### src/rtl/core/dnsrw_pkg.sv
package dnsrw_pkg;

    localparam int MAX_MESSAGE_BYTES = 4096;
    localparam int POS_W             = $clog2(MAX_MESSAGE_BYTES + 1);

    localparam logic [7:0] PTR_TAG   = 8'hC0;
    localparam int HEADER_BYTES      = 12;
    localparam int RECORD_FIXED      = 10;
    localparam int QUESTION_FIXED    = 4;

    localparam int IN_TDATA_W  = 8;
    localparam int OUT_TDATA_W = 128;
    localparam int OUT_TUSER_W = 2;

    localparam logic [1:0] KIND_QUESTION = 2'd0;
    localparam logic [1:0] KIND_RECORD   = 2'd1;
    localparam logic [1:0] KIND_END      = 2'd2;

    localparam logic [1:0] ST_OK        = 2'd0;
    localparam logic [1:0] ST_SHORT_HDR = 2'd1;
    localparam logic [1:0] ST_TRUNCATED = 2'd2;
    localparam logic [1:0] ST_TOO_LONG  = 2'd3;

    typedef struct packed {
        logic [1:0]  kind;
        logic [17:0] record_index;
        logic [11:0] name_offset;
        logic [15:0] record_type;
        logic [15:0] record_class;
        logic [31:0] time_to_live;
        logic [11:0] data_offset;
        logic [15:0] data_length;
        logic [1:0]  status;
        logic        is_last;
    } t_result;

endpackage

### src/rtl/core/dns_record_walker_core.sv
// Channel   Dir  Ports          Transaction payload
// s_axis    in   tdata, tlast   one message byte; tlast marks the final byte
// m_axis    out  tdata, tuser,  one question, record or end-of-message result;
//                tlast          tlast set on the end result
//
// One byte per cycle while the queue has room: the header/name/field walker
// updates from the input register, results go into a four-entry output queue.
// A byte that completes an item and is also the last byte gives two results; the
// input register advances only when the queue has room for two.
// Reset (synchronous, active low) returns the walker to the header phase.
// A stall on m_axis fills the queue, then holds s_axis tready low.
module dns_record_walker_core
    import dnsrw_pkg::*;
(
    input  logic                   i_clk,
    input  logic                   i_rst_n,
    input  logic                   i_s_axis_tvalid,
    output logic                   o_s_axis_tready,
    input  logic [IN_TDATA_W-1:0]  i_s_axis_tdata,  // [7:0] data_byte
    input  logic                   i_s_axis_tlast,  // last_byte
    output logic                   o_m_axis_tvalid,
    input  logic                   i_m_axis_tready,
    // [17:0] record_index, [29:18] name_offset, [45:30] record_type,
    // [61:46] record_class, [93:62] time_to_live, [105:94] data_offset,
    // [121:106] data_length, [123:122] status, [127:124] zero
    output logic [OUT_TDATA_W-1:0] o_m_axis_tdata,
    output logic [OUT_TUSER_W-1:0] o_m_axis_tuser,  // [1:0] kind
    output logic                   o_m_axis_tlast   // is_last
);

    localparam logic [3:0] PH_HEADER  = 4'd0;
    localparam logic [3:0] PH_NAME    = 4'd1;
    localparam logic [3:0] PH_POINTER = 4'd2;
    localparam logic [3:0] PH_LABEL   = 4'd3;
    localparam logic [3:0] PH_FIXED   = 4'd4;
    localparam logic [3:0] PH_DATA    = 4'd5;
    localparam logic [3:0] PH_DONE    = 4'd6;

    localparam int QDEPTH = 4;
    localparam int QPTR_W = $clog2(QDEPTH);
    localparam int QCNT_W = $clog2(QDEPTH + 1);

    // input register
    logic       r_in_valid, n_in_valid;
    logic [7:0] r_in_byte;
    logic       r_in_last;

    // walker state
    logic [POS_W-1:0] r_pos, n_pos;
    logic [3:0]       r_phase, n_phase;
    logic [15:0]      r_q_left, n_q_left;
    logic [17:0]      r_rec_left, n_rec_left;
    logic [15:0]      r_skip, n_skip;
    logic [3:0]       r_fbi, n_fbi;
    logic [15:0]      r_type, n_type;
    logic [15:0]      r_class, n_class;
    logic [31:0]      r_ttl, n_ttl;
    logic [15:0]      r_len, n_len;
    logic [11:0]      r_name_start, n_name_start;
    logic [17:0]      r_idx, n_idx;
    logic [1:0]       r_err, n_err;

    // output queue
    t_result           r_q_mem [QDEPTH];
    logic [QPTR_W-1:0] r_wr_ptr, r_rd_ptr;
    logic [QCNT_W-1:0] r_cnt, n_cnt;

    logic       w_room, w_advance, w_accept, w_pop;
    logic       w_item_vld, w_end_vld, w_begin;
    t_result    w_item, w_end, w_first;
    logic [1:0] w_push_n;
    logic [15:0] w_len_new;

    assign w_room          = (r_cnt <= QCNT_W'(QDEPTH - 2));
    assign w_advance       = r_in_valid && w_room;
    assign o_s_axis_tready = !r_in_valid || w_room;
    assign w_accept        = i_s_axis_tvalid && o_s_axis_tready;
    assign w_pop           = o_m_axis_tvalid && i_m_axis_tready;
    assign w_len_new       = {r_len[7:0], r_in_byte};

    always_comb begin
        n_in_valid = r_in_valid;
        if (w_accept) begin
            n_in_valid = 1'b1;
        end else if (w_advance) begin
            n_in_valid = 1'b0;
        end
    end

    always_comb begin
        n_pos        = r_pos;
        n_phase      = r_phase;
        n_q_left     = r_q_left;
        n_rec_left   = r_rec_left;
        n_skip       = r_skip;
        n_fbi        = r_fbi;
        n_type       = r_type;
        n_class      = r_class;
        n_ttl        = r_ttl;
        n_len        = r_len;
        n_name_start = r_name_start;
        n_idx        = r_idx;
        n_err        = r_err;
        w_item_vld   = 1'b0;
        w_end_vld    = 1'b0;
        w_begin      = 1'b0;
        w_item       = '0;
        w_end        = '0;

        if (r_pos >= POS_W'(MAX_MESSAGE_BYTES)) begin
            n_err = ST_TOO_LONG;
        end else begin
            case (r_phase)
                PH_HEADER: begin
                    if (r_pos == POS_W'(4)) begin
                        n_q_left = {r_in_byte, 8'h00};
                    end else if (r_pos == POS_W'(5)) begin
                        n_q_left = {r_q_left[15:8], r_in_byte};
                    end else if (r_pos == POS_W'(6) || r_pos == POS_W'(8)
                                 || r_pos == POS_W'(10)) begin
                        n_skip = {r_in_byte, 8'h00};
                    end else if (r_pos == POS_W'(7) || r_pos == POS_W'(9)
                                 || r_pos == POS_W'(11)) begin
                        n_rec_left = r_rec_left + {2'b00, r_skip[15:8], r_in_byte};
                        n_skip     = '0;
                    end
                    if (r_pos == POS_W'(HEADER_BYTES - 1)) begin
                        n_idx   = '0;
                        w_begin = 1'b1;
                    end
                end
                PH_NAME: begin
                    if (r_in_byte == 8'h00) begin
                        n_phase = PH_FIXED;
                        n_fbi   = '0;
                    end else if ((r_in_byte & PTR_TAG) == PTR_TAG) begin
                        n_phase = PH_POINTER;
                    end else begin
                        n_skip  = {8'h00, r_in_byte};
                        n_phase = PH_LABEL;
                    end
                end
                PH_POINTER: begin
                    n_phase = PH_FIXED;
                    n_fbi   = '0;
                end
                PH_LABEL: begin
                    n_skip = r_skip - 16'd1;
                    if (r_skip == 16'd1) begin
                        n_phase = PH_NAME;
                    end
                end
                PH_FIXED: begin
                    case (r_fbi)
                        4'd0: n_type  = {8'h00, r_in_byte};
                        4'd1: n_type  = {r_type[7:0], r_in_byte};
                        4'd2: n_class = {8'h00, r_in_byte};
                        4'd3: n_class = {r_class[7:0], r_in_byte};
                        4'd4: n_ttl   = {24'h0, r_in_byte};
                        4'd5, 4'd6, 4'd7: n_ttl = {r_ttl[23:0], r_in_byte};
                        4'd8: n_len   = {8'h00, r_in_byte};
                        default: n_len = w_len_new;
                    endcase
                    n_fbi = r_fbi + 4'd1;
                    if (r_q_left != '0) begin
                        if (r_fbi == 4'(QUESTION_FIXED - 1)) begin
                            w_item_vld          = 1'b1;
                            w_item.kind         = KIND_QUESTION;
                            w_item.record_index = r_idx;
                            w_item.name_offset  = r_name_start;
                            w_item.record_type  = r_type;
                            w_item.record_class = {r_class[7:0], r_in_byte};
                            n_q_left            = r_q_left - 16'd1;
                            n_idx               = (r_q_left == 16'd1) ? '0 : r_idx + 18'd1;
                            w_begin             = 1'b1;
                        end
                    end else if (r_fbi == 4'(RECORD_FIXED - 1)) begin
                        if (w_len_new == '0) begin
                            w_item_vld          = 1'b1;
                            w_item.kind         = KIND_RECORD;
                            w_item.record_index = r_idx;
                            w_item.name_offset  = r_name_start;
                            w_item.record_type  = r_type;
                            w_item.record_class = r_class;
                            w_item.time_to_live = r_ttl;
                            w_item.data_offset  = r_pos[11:0] + 12'd1;
                            w_item.data_length  = '0;
                            n_rec_left          = r_rec_left - 18'd1;
                            n_idx               = r_idx + 18'd1;
                            w_begin             = 1'b1;
                        end else begin
                            n_skip  = w_len_new;
                            n_phase = PH_DATA;
                        end
                    end
                end
                PH_DATA: begin
                    n_skip = r_skip - 16'd1;
                    if (r_skip == 16'd1) begin
                        w_item_vld          = 1'b1;
                        w_item.kind         = KIND_RECORD;
                        w_item.record_index = r_idx;
                        w_item.name_offset  = r_name_start;
                        w_item.record_type  = r_type;
                        w_item.record_class = r_class;
                        w_item.time_to_live = r_ttl;
                        w_item.data_offset  = r_pos[11:0] + 12'd1 - r_len[11:0];
                        w_item.data_length  = r_len;
                        n_rec_left          = r_rec_left - 18'd1;
                        n_idx               = r_idx + 18'd1;
                        w_begin             = 1'b1;
                    end
                end
                default: begin
                end
            endcase
            if (w_begin) begin
                if (n_q_left != '0 || n_rec_left != '0) begin
                    n_phase      = PH_NAME;
                    n_name_start = r_pos[11:0] + 12'd1;
                end else begin
                    n_phase = PH_DONE;
                end
            end
            n_pos = r_pos + POS_W'(1);
        end

        if (r_in_last) begin
            w_end_vld     = 1'b1;
            w_end.kind    = KIND_END;
            w_end.is_last = 1'b1;
            if (n_err != ST_OK) begin
                w_end.status = n_err;
            end else if (n_pos < POS_W'(HEADER_BYTES)) begin
                w_end.status = ST_SHORT_HDR;
            end else if (n_phase != PH_DONE) begin
                w_end.status = ST_TRUNCATED;
            end else begin
                w_end.status = ST_OK;
            end
            // message done: back to the start state
            n_pos        = '0;
            n_phase      = PH_HEADER;
            n_q_left     = '0;
            n_rec_left   = '0;
            n_skip       = '0;
            n_fbi        = '0;
            n_type       = '0;
            n_class      = '0;
            n_ttl        = '0;
            n_len        = '0;
            n_name_start = '0;
            n_idx        = '0;
            n_err        = ST_OK;
        end
    end

    assign w_first  = w_item_vld ? w_item : w_end;
    assign w_push_n = w_advance ? ({1'b0, w_item_vld} + {1'b0, w_end_vld}) : 2'd0;
    assign n_cnt    = r_cnt + QCNT_W'(w_push_n) - QCNT_W'(w_pop);

    always_ff @(posedge i_clk) begin
        if (!i_rst_n) begin
            r_in_valid   <= 1'b0;
            r_pos        <= '0;
            r_phase      <= PH_HEADER;
            r_q_left     <= '0;
            r_rec_left   <= '0;
            r_skip       <= '0;
            r_fbi        <= '0;
            r_type       <= '0;
            r_class      <= '0;
            r_ttl        <= '0;
            r_len        <= '0;
            r_name_start <= '0;
            r_idx        <= '0;
            r_err        <= ST_OK;
            r_wr_ptr     <= '0;
            r_rd_ptr     <= '0;
            r_cnt        <= '0;
        end else begin
            r_in_valid <= n_in_valid;
            if (w_advance) begin
                r_pos        <= n_pos;
                r_phase      <= n_phase;
                r_q_left     <= n_q_left;
                r_rec_left   <= n_rec_left;
                r_skip       <= n_skip;
                r_fbi        <= n_fbi;
                r_type       <= n_type;
                r_class      <= n_class;
                r_ttl        <= n_ttl;
                r_len        <= n_len;
                r_name_start <= n_name_start;
                r_idx        <= n_idx;
                r_err        <= n_err;
                r_wr_ptr     <= r_wr_ptr + QPTR_W'(w_push_n);
            end
            if (w_pop) begin
                r_rd_ptr <= r_rd_ptr + QPTR_W'(1);
            end
            r_cnt <= n_cnt;
        end
    end

    always_ff @(posedge i_clk) begin
        if (w_accept) begin
            r_in_byte <= i_s_axis_tdata;
            r_in_last <= i_s_axis_tlast;
        end
        if (w_push_n != 2'd0) begin
            r_q_mem[r_wr_ptr] <= w_first;
        end
        if (w_push_n == 2'd2) begin
            r_q_mem[r_wr_ptr + QPTR_W'(1)] <= w_end;
        end
    end

    t_result w_head;
    assign w_head          = r_q_mem[r_rd_ptr];
    assign o_m_axis_tvalid = (r_cnt != '0);
    assign o_m_axis_tuser  = w_head.kind;
    assign o_m_axis_tlast  = w_head.is_last;
    assign o_m_axis_tdata  = {4'h0, w_head.status, w_head.data_length, w_head.data_offset,
                              w_head.time_to_live, w_head.record_class, w_head.record_type,
                              w_head.name_offset, w_head.record_index};

    a_cnt_bound: assert property (@(posedge i_clk) disable iff (!i_rst_n)
        r_cnt <= QCNT_W'(QDEPTH))
        else $error("output queue count beyond depth");

    a_two_only_last: assert property (@(posedge i_clk) disable iff (!i_rst_n)
        (w_push_n == 2'd2) |-> r_in_last)
        else $error("two results from a byte that is not the last");

    a_restart: assert property (@(posedge i_clk) disable iff (!i_rst_n)
        (w_advance && r_in_last) |=> (r_phase == PH_HEADER && r_pos == '0 && r_err == ST_OK))
        else $error("walker not back at header after message end");

    a_pos_bound: assert property (@(posedge i_clk) disable iff (!i_rst_n)
        r_pos <= POS_W'(MAX_MESSAGE_BYTES))
        else $error("byte position ran past the message limit");

    a_no_push_full: assert property (@(posedge i_clk) disable iff (!i_rst_n)
        (w_push_n != 2'd0) |-> (r_cnt <= QCNT_W'(QDEPTH - 2)))
        else $error("result written into a full queue");

endmodule
### config.mk
export PLATFORM = sky130hd
export DESIGN_NAME = dns_record_walker_core
export DESIGN_NICKNAME = d
export VERILOG_FILES = /design/src/rtl/core/dnsrw_pkg.sv /design/src/rtl/core/dns_record_walker_core.sv
export SDC_FILE = /design/constraint.sdc
export NUM_CORES = 2
export LEC_CHECK = 0
export BUFFER_PORTS_ARGS = -buffer_cell sky130_fd_sc_hd__buf_2
export CAP_MARGIN = 20
export CELL_PAD_IN_SITES_DETAIL_PLACEMENT = 0
export CELL_PAD_IN_SITES_GLOBAL_PLACEMENT = 1
export CORE_UTILIZATION = 38
export DETAILED_ROUTE_END_ITERATION = 8
export PLACE_DENSITY_LB_ADDON = 0.05
export SYNTH_ARGS = -nofsm -noshare
export SYNTH_HDL_FRONTEND = slang
export SYNTH_SLANG_ARGS = --single-unit
### constraint.sdc
create_clock -name i_clk -period 8.6 [get_ports i_clk]
set_input_delay 0.43 -clock i_clk [delete_from_list [all_inputs] [get_ports i_clk]]
set_output_delay 0.43 -clock i_clk [all_outputs]
set_load 0.01 [all_outputs]
==> impl_metrics.env <==
export IMPL_rsz0062_at_grt="no"
export IMPL_die_w_um=289
export IMPL_cts_root_buffer="clkbuf_16"
export IMPL_drive_above_1_share_pct=16.8
export IMPL_dieArea_sq_um=83600
export IMPL_vias_per_cell=5.97
export IMPL_cp_num_buf_inv=4
export IMPL_h_tree_depth=3
export IMPL_hp_start="i_s_axis_tvalid"
export IMPL_rows=104
export IMPL_drt_pass1_iterations=6
export IMPL_cts_tree="built"
export IMPL_max_slew_margin_rel_pct=23.9
export IMPL_critPathMaxStageDelay_ns=0.92
export IMPL_grt_pass1_vias=25000
export IMPL_ys_warn_count=0
export IMPL_grt_overflow=0
export IMPL_r2r_end="r_q_mem[0][1]$_DFFE_PP_"
export IMPL_reg2reg_from="r_phase[2]$_SDFFE_PN0P_"
export IMPL_timing_final_crit_share_pct=66.0
export IMPL_start_util_pct=38.7
export IMPL_core_sq_um=81100
export IMPL_grt_pass1_wl_um=159000
export IMPL_totalWireLength_um=106000
export IMPL_antenna_left=0
export IMPL_clock_power_share_pct=45.3
export IMPL_p_leak_nw=13.5
export IMPL_outcome="completed"
export IMPL_synth_seq_cells=706
export IMPL_setup_viol=0
export IMPL_max_freq_ghz=0.176
export IMPL_r2r_cells=13
export IMPL_yosysTopAreaCellShare_pct=43.8
export IMPL_drtIter0Drc=1851
export IMPL_netlist_top_cells_area="dfxtp_1 44%, a22o_1 14%, mux4_2 9.1%"
export IMPL_clkTransAtPathRegs_ns=0.07
export IMPL_cts_setup_buffers=0
export IMPL_grtUsageTotal_pct=24.8
export IMPL_p_comb_share_pct=9.4
export IMPL_async_flop_share_pct=0
export IMPL_powerDensity_nw_per_um2=210
export IMPL_p_switching_mw=1.96
export IMPL_whs_path_depth=3
export IMPL_synth_cell_types=91
export IMPL_yosys_area_top_type="dfxtp_1"
export IMPL_gp_congestion=0.849
export IMPL_clkLatencyLatePin_ns=0.64
export IMPL_rrSetupSlack_ns=2.92
export IMPL_synth_edf_count=21
export IMPL_port_buffers=141
export IMPL_final_cell_mix="682 x dfxtp_1, 487 x a22o_1, 242 x nand2_1"
export IMPL_p_sw_share_pct=26.1
export IMPL_cp_max_fo=107
export IMPL_fin_nets=3167
export IMPL_cts_max_path_buffers=3
export IMPL_cp_depth=13
export IMPL_ys_flop_type="dfxtp_1"
export IMPL_postSynthAreaPerCell_sq_um=10.2
export IMPL_worstPathRequired_ns=8.95
export IMPL_final_common_cell="dfxtp_1"
export IMPL_tns_ns=0
export IMPL_vias=25200
export IMPL_die_h_um=289
export IMPL_crit_type="flip-flop to flip-flop"
export IMPL_hpwl_um=67500
export IMPL_antenna_found_initial=0
export IMPL_finalMaxSlewViolations=0
export IMPL_ir_drop_mv=0.161
export IMPL_ys_seq_area_share_pct=45.8
export IMPL_critPathSlowestCell="or4b_2"
export IMPL_end_kind="flip-flop"
export IMPL_power_frac_seq_pct=45.3
export IMPL_wl_per_cell_um=25.0
export IMPL_finalPower_mw=7.50
export IMPL_finClkSkew_ns=0.0348
export IMPL_grt_max_degree=108
export IMPL_internal_power_mw=5.54
export IMPL_syn2layout_area_growth_pct=14.1
export IMPL_io_pins=146
export IMPL_netlist_area_sq_um=31300
export IMPL_path_cells="or4b_2 > or2_2 > o21ai_1 > o21ai_1 > buf_4 > ha_1 > nor2_1 > a21oi_1 > nor3_2 > buf_4 > nor2_4 > buf_12 > inv_1"
export IMPL_tightest_slew_ns=1.13
export IMPL_cp_start_kind="flip-flop"
export IMPL_cts_sinks=706
export IMPL_worst_hold_path_type="primary input to flip-flop"
export IMPL_holdPathEnd="r_in_valid$_SDFFE_PN0P_"
export IMPL_cts_buffers=80
export IMPL_period_minus_slack_ns=5.68
export IMPL_worstPathArrival_ns=6.03
export IMPL_hold_viol_final=0
export IMPL_cap_violations=0
export IMPL_postSynthCellCount=3070
export IMPL_crit_family="simple AND/OR/NAND/NOR gates"
export IMPL_drc_errors=0
state kept, by name (all words and copies together) (netlist names), named ones only:
signal / cells
r_len: 16
r_in_byte: 8
r_cnt: 3
r_in_valid: 1
r_class: 16
r_fbi: 4
r_rd_ptr: 2
r_idx: 18
r_wr_ptr: 2
r_q_left: 16
r_in_last: 1
r_rec_left: 18
r_ttl: 32
r_name_start: 12
r_skip: 16
r_pos: 13
r_type: 16
r_q_mem: 504
r_phase: 4
r_err: 2
stage by stage:
stage	setup WS, ns	hold slack, ns	cell area (sq um)	instances	util [%]
3_5_place_dp	2.67	0.443	33000	4069	40.7
6_report	2.92	0.0675	35800	4229	44.1
2_1_floorplan	3.84	0.420	31400	3073	-
5_1_grt	2.57	0.0512	35800	4228	44.1
3_3_place_gp	2.67	0.430	33000	4065	40.7
4_1_cts	2.64	0.0247	35700	4224	44.1
power groups by stage:
stage | clock network [mW] | logic (mW) | registers [mW]
after floorplan | 0 | 0.534 | 3.40
after global placement | 0 | 0.705 | 3.47
after detailed placement | 0 | 0.713 | 3.47
after CTS | 3.48 | 0.717 | 3.40
after global routing | 3.61 | 0.763 | 3.41
final | 3.40 | 0.705 | 3.40
routing by layer:
layer	track usage, %	part of all wire [%]
met1	34.9	47
met2	40.6	47
met3	2.76	4.0
met4	6.07	2.1
met5	0	0
synthesized netlist by cell type (all sizes together), types with 20 or more instances:
library cell and count:
nor4 26, and2 37, clkbuf 210, o21ai 115, a22oi 46, inv 58, edfxtp 21, buf 59
or3 20, nand3 117, a22o 487, a21boi 100, a21oi 85, nand2 242, nor3 61, nand4 20
ha 47, and3 22, nor2 161, mux4 126, xor2 36, dfxtp 685, xnor2 29, nor2b 53
worst min-delay path, delay by kind of cell:
| family | cells | cell delay (ns) |
|---|---|---|
| AO/OA/AOI/OAI | 1 | 0.06 |
| buffers and inverters | 2 | 0.14 |
worst max-delay path by stage:
stage,startpoint,end,slack (ns)
finish,r_phase[2]$_SDFFE_PN0P_,r_q_mem[0][1]$_DFFE_PP_,2.92
global route,r_q_left[0]$_SDFFE_PN0P_,r_q_mem[0][1]$_DFFE_PP_,2.57
CTS,r_phase[2]$_SDFFE_PN0P_,r_q_mem[0][0]$_DFFE_PP_,2.64
detailed placement,r_phase[2]$_SDFFE_PN0P_,r_q_mem[0][0]$_DFFE_PP_,2.67
global placement,r_fbi[0]$_SDFFE_PN0P_,r_q_mem[0][0]$_DFFE_PP_,2.67
floorplan,r_q_left[4]$_SDFFE_PN0P_,r_q_mem[0][0]$_DFFE_PP_,3.84
layout make-up:
| cell class | instances | area, sq um |
|---|---|---|
| antenna | 1 | 2.50 |
| clock buffer | 119 | 2390 |
| clock inverter | 27 | 228 |
| fill | 7685 | 45300 |
| inverter | 58 | 218 |
| multi-input combinational | 2040 | 15900 |
| sequential | 706 | 14400 |
| tap | 1060 | 1330 |
| timing repair buffer | 218 | 1380 |
repair_timing:
action,CTS,global route
hold buffers,9,0
resized for setup,0,0
endpoints found under the hold margin,9,0
cell families (layout without fill, tap and decap cells):
| group | after synthesis | count (layout) | share of synthesized area (%) |
|---|---|---|---|
| compound gates | 975 | 975 | 24.1 |
| xor+xnor | 65 | 65 | 1.82 |
| fa+ha+maj | 50 | 50 | 2.07 |
| buf+inv | 327 | 422 | 4.16 |
| flops | 706 | 706 | 45.8 |
| mux | 132 | 132 | 9.25 |
| other cells | 1 | 5 | 0.0120 |
| simple gates | 814 | 814 | 12.8 |
No activity file was read; power rests on OpenSTA's default activity.
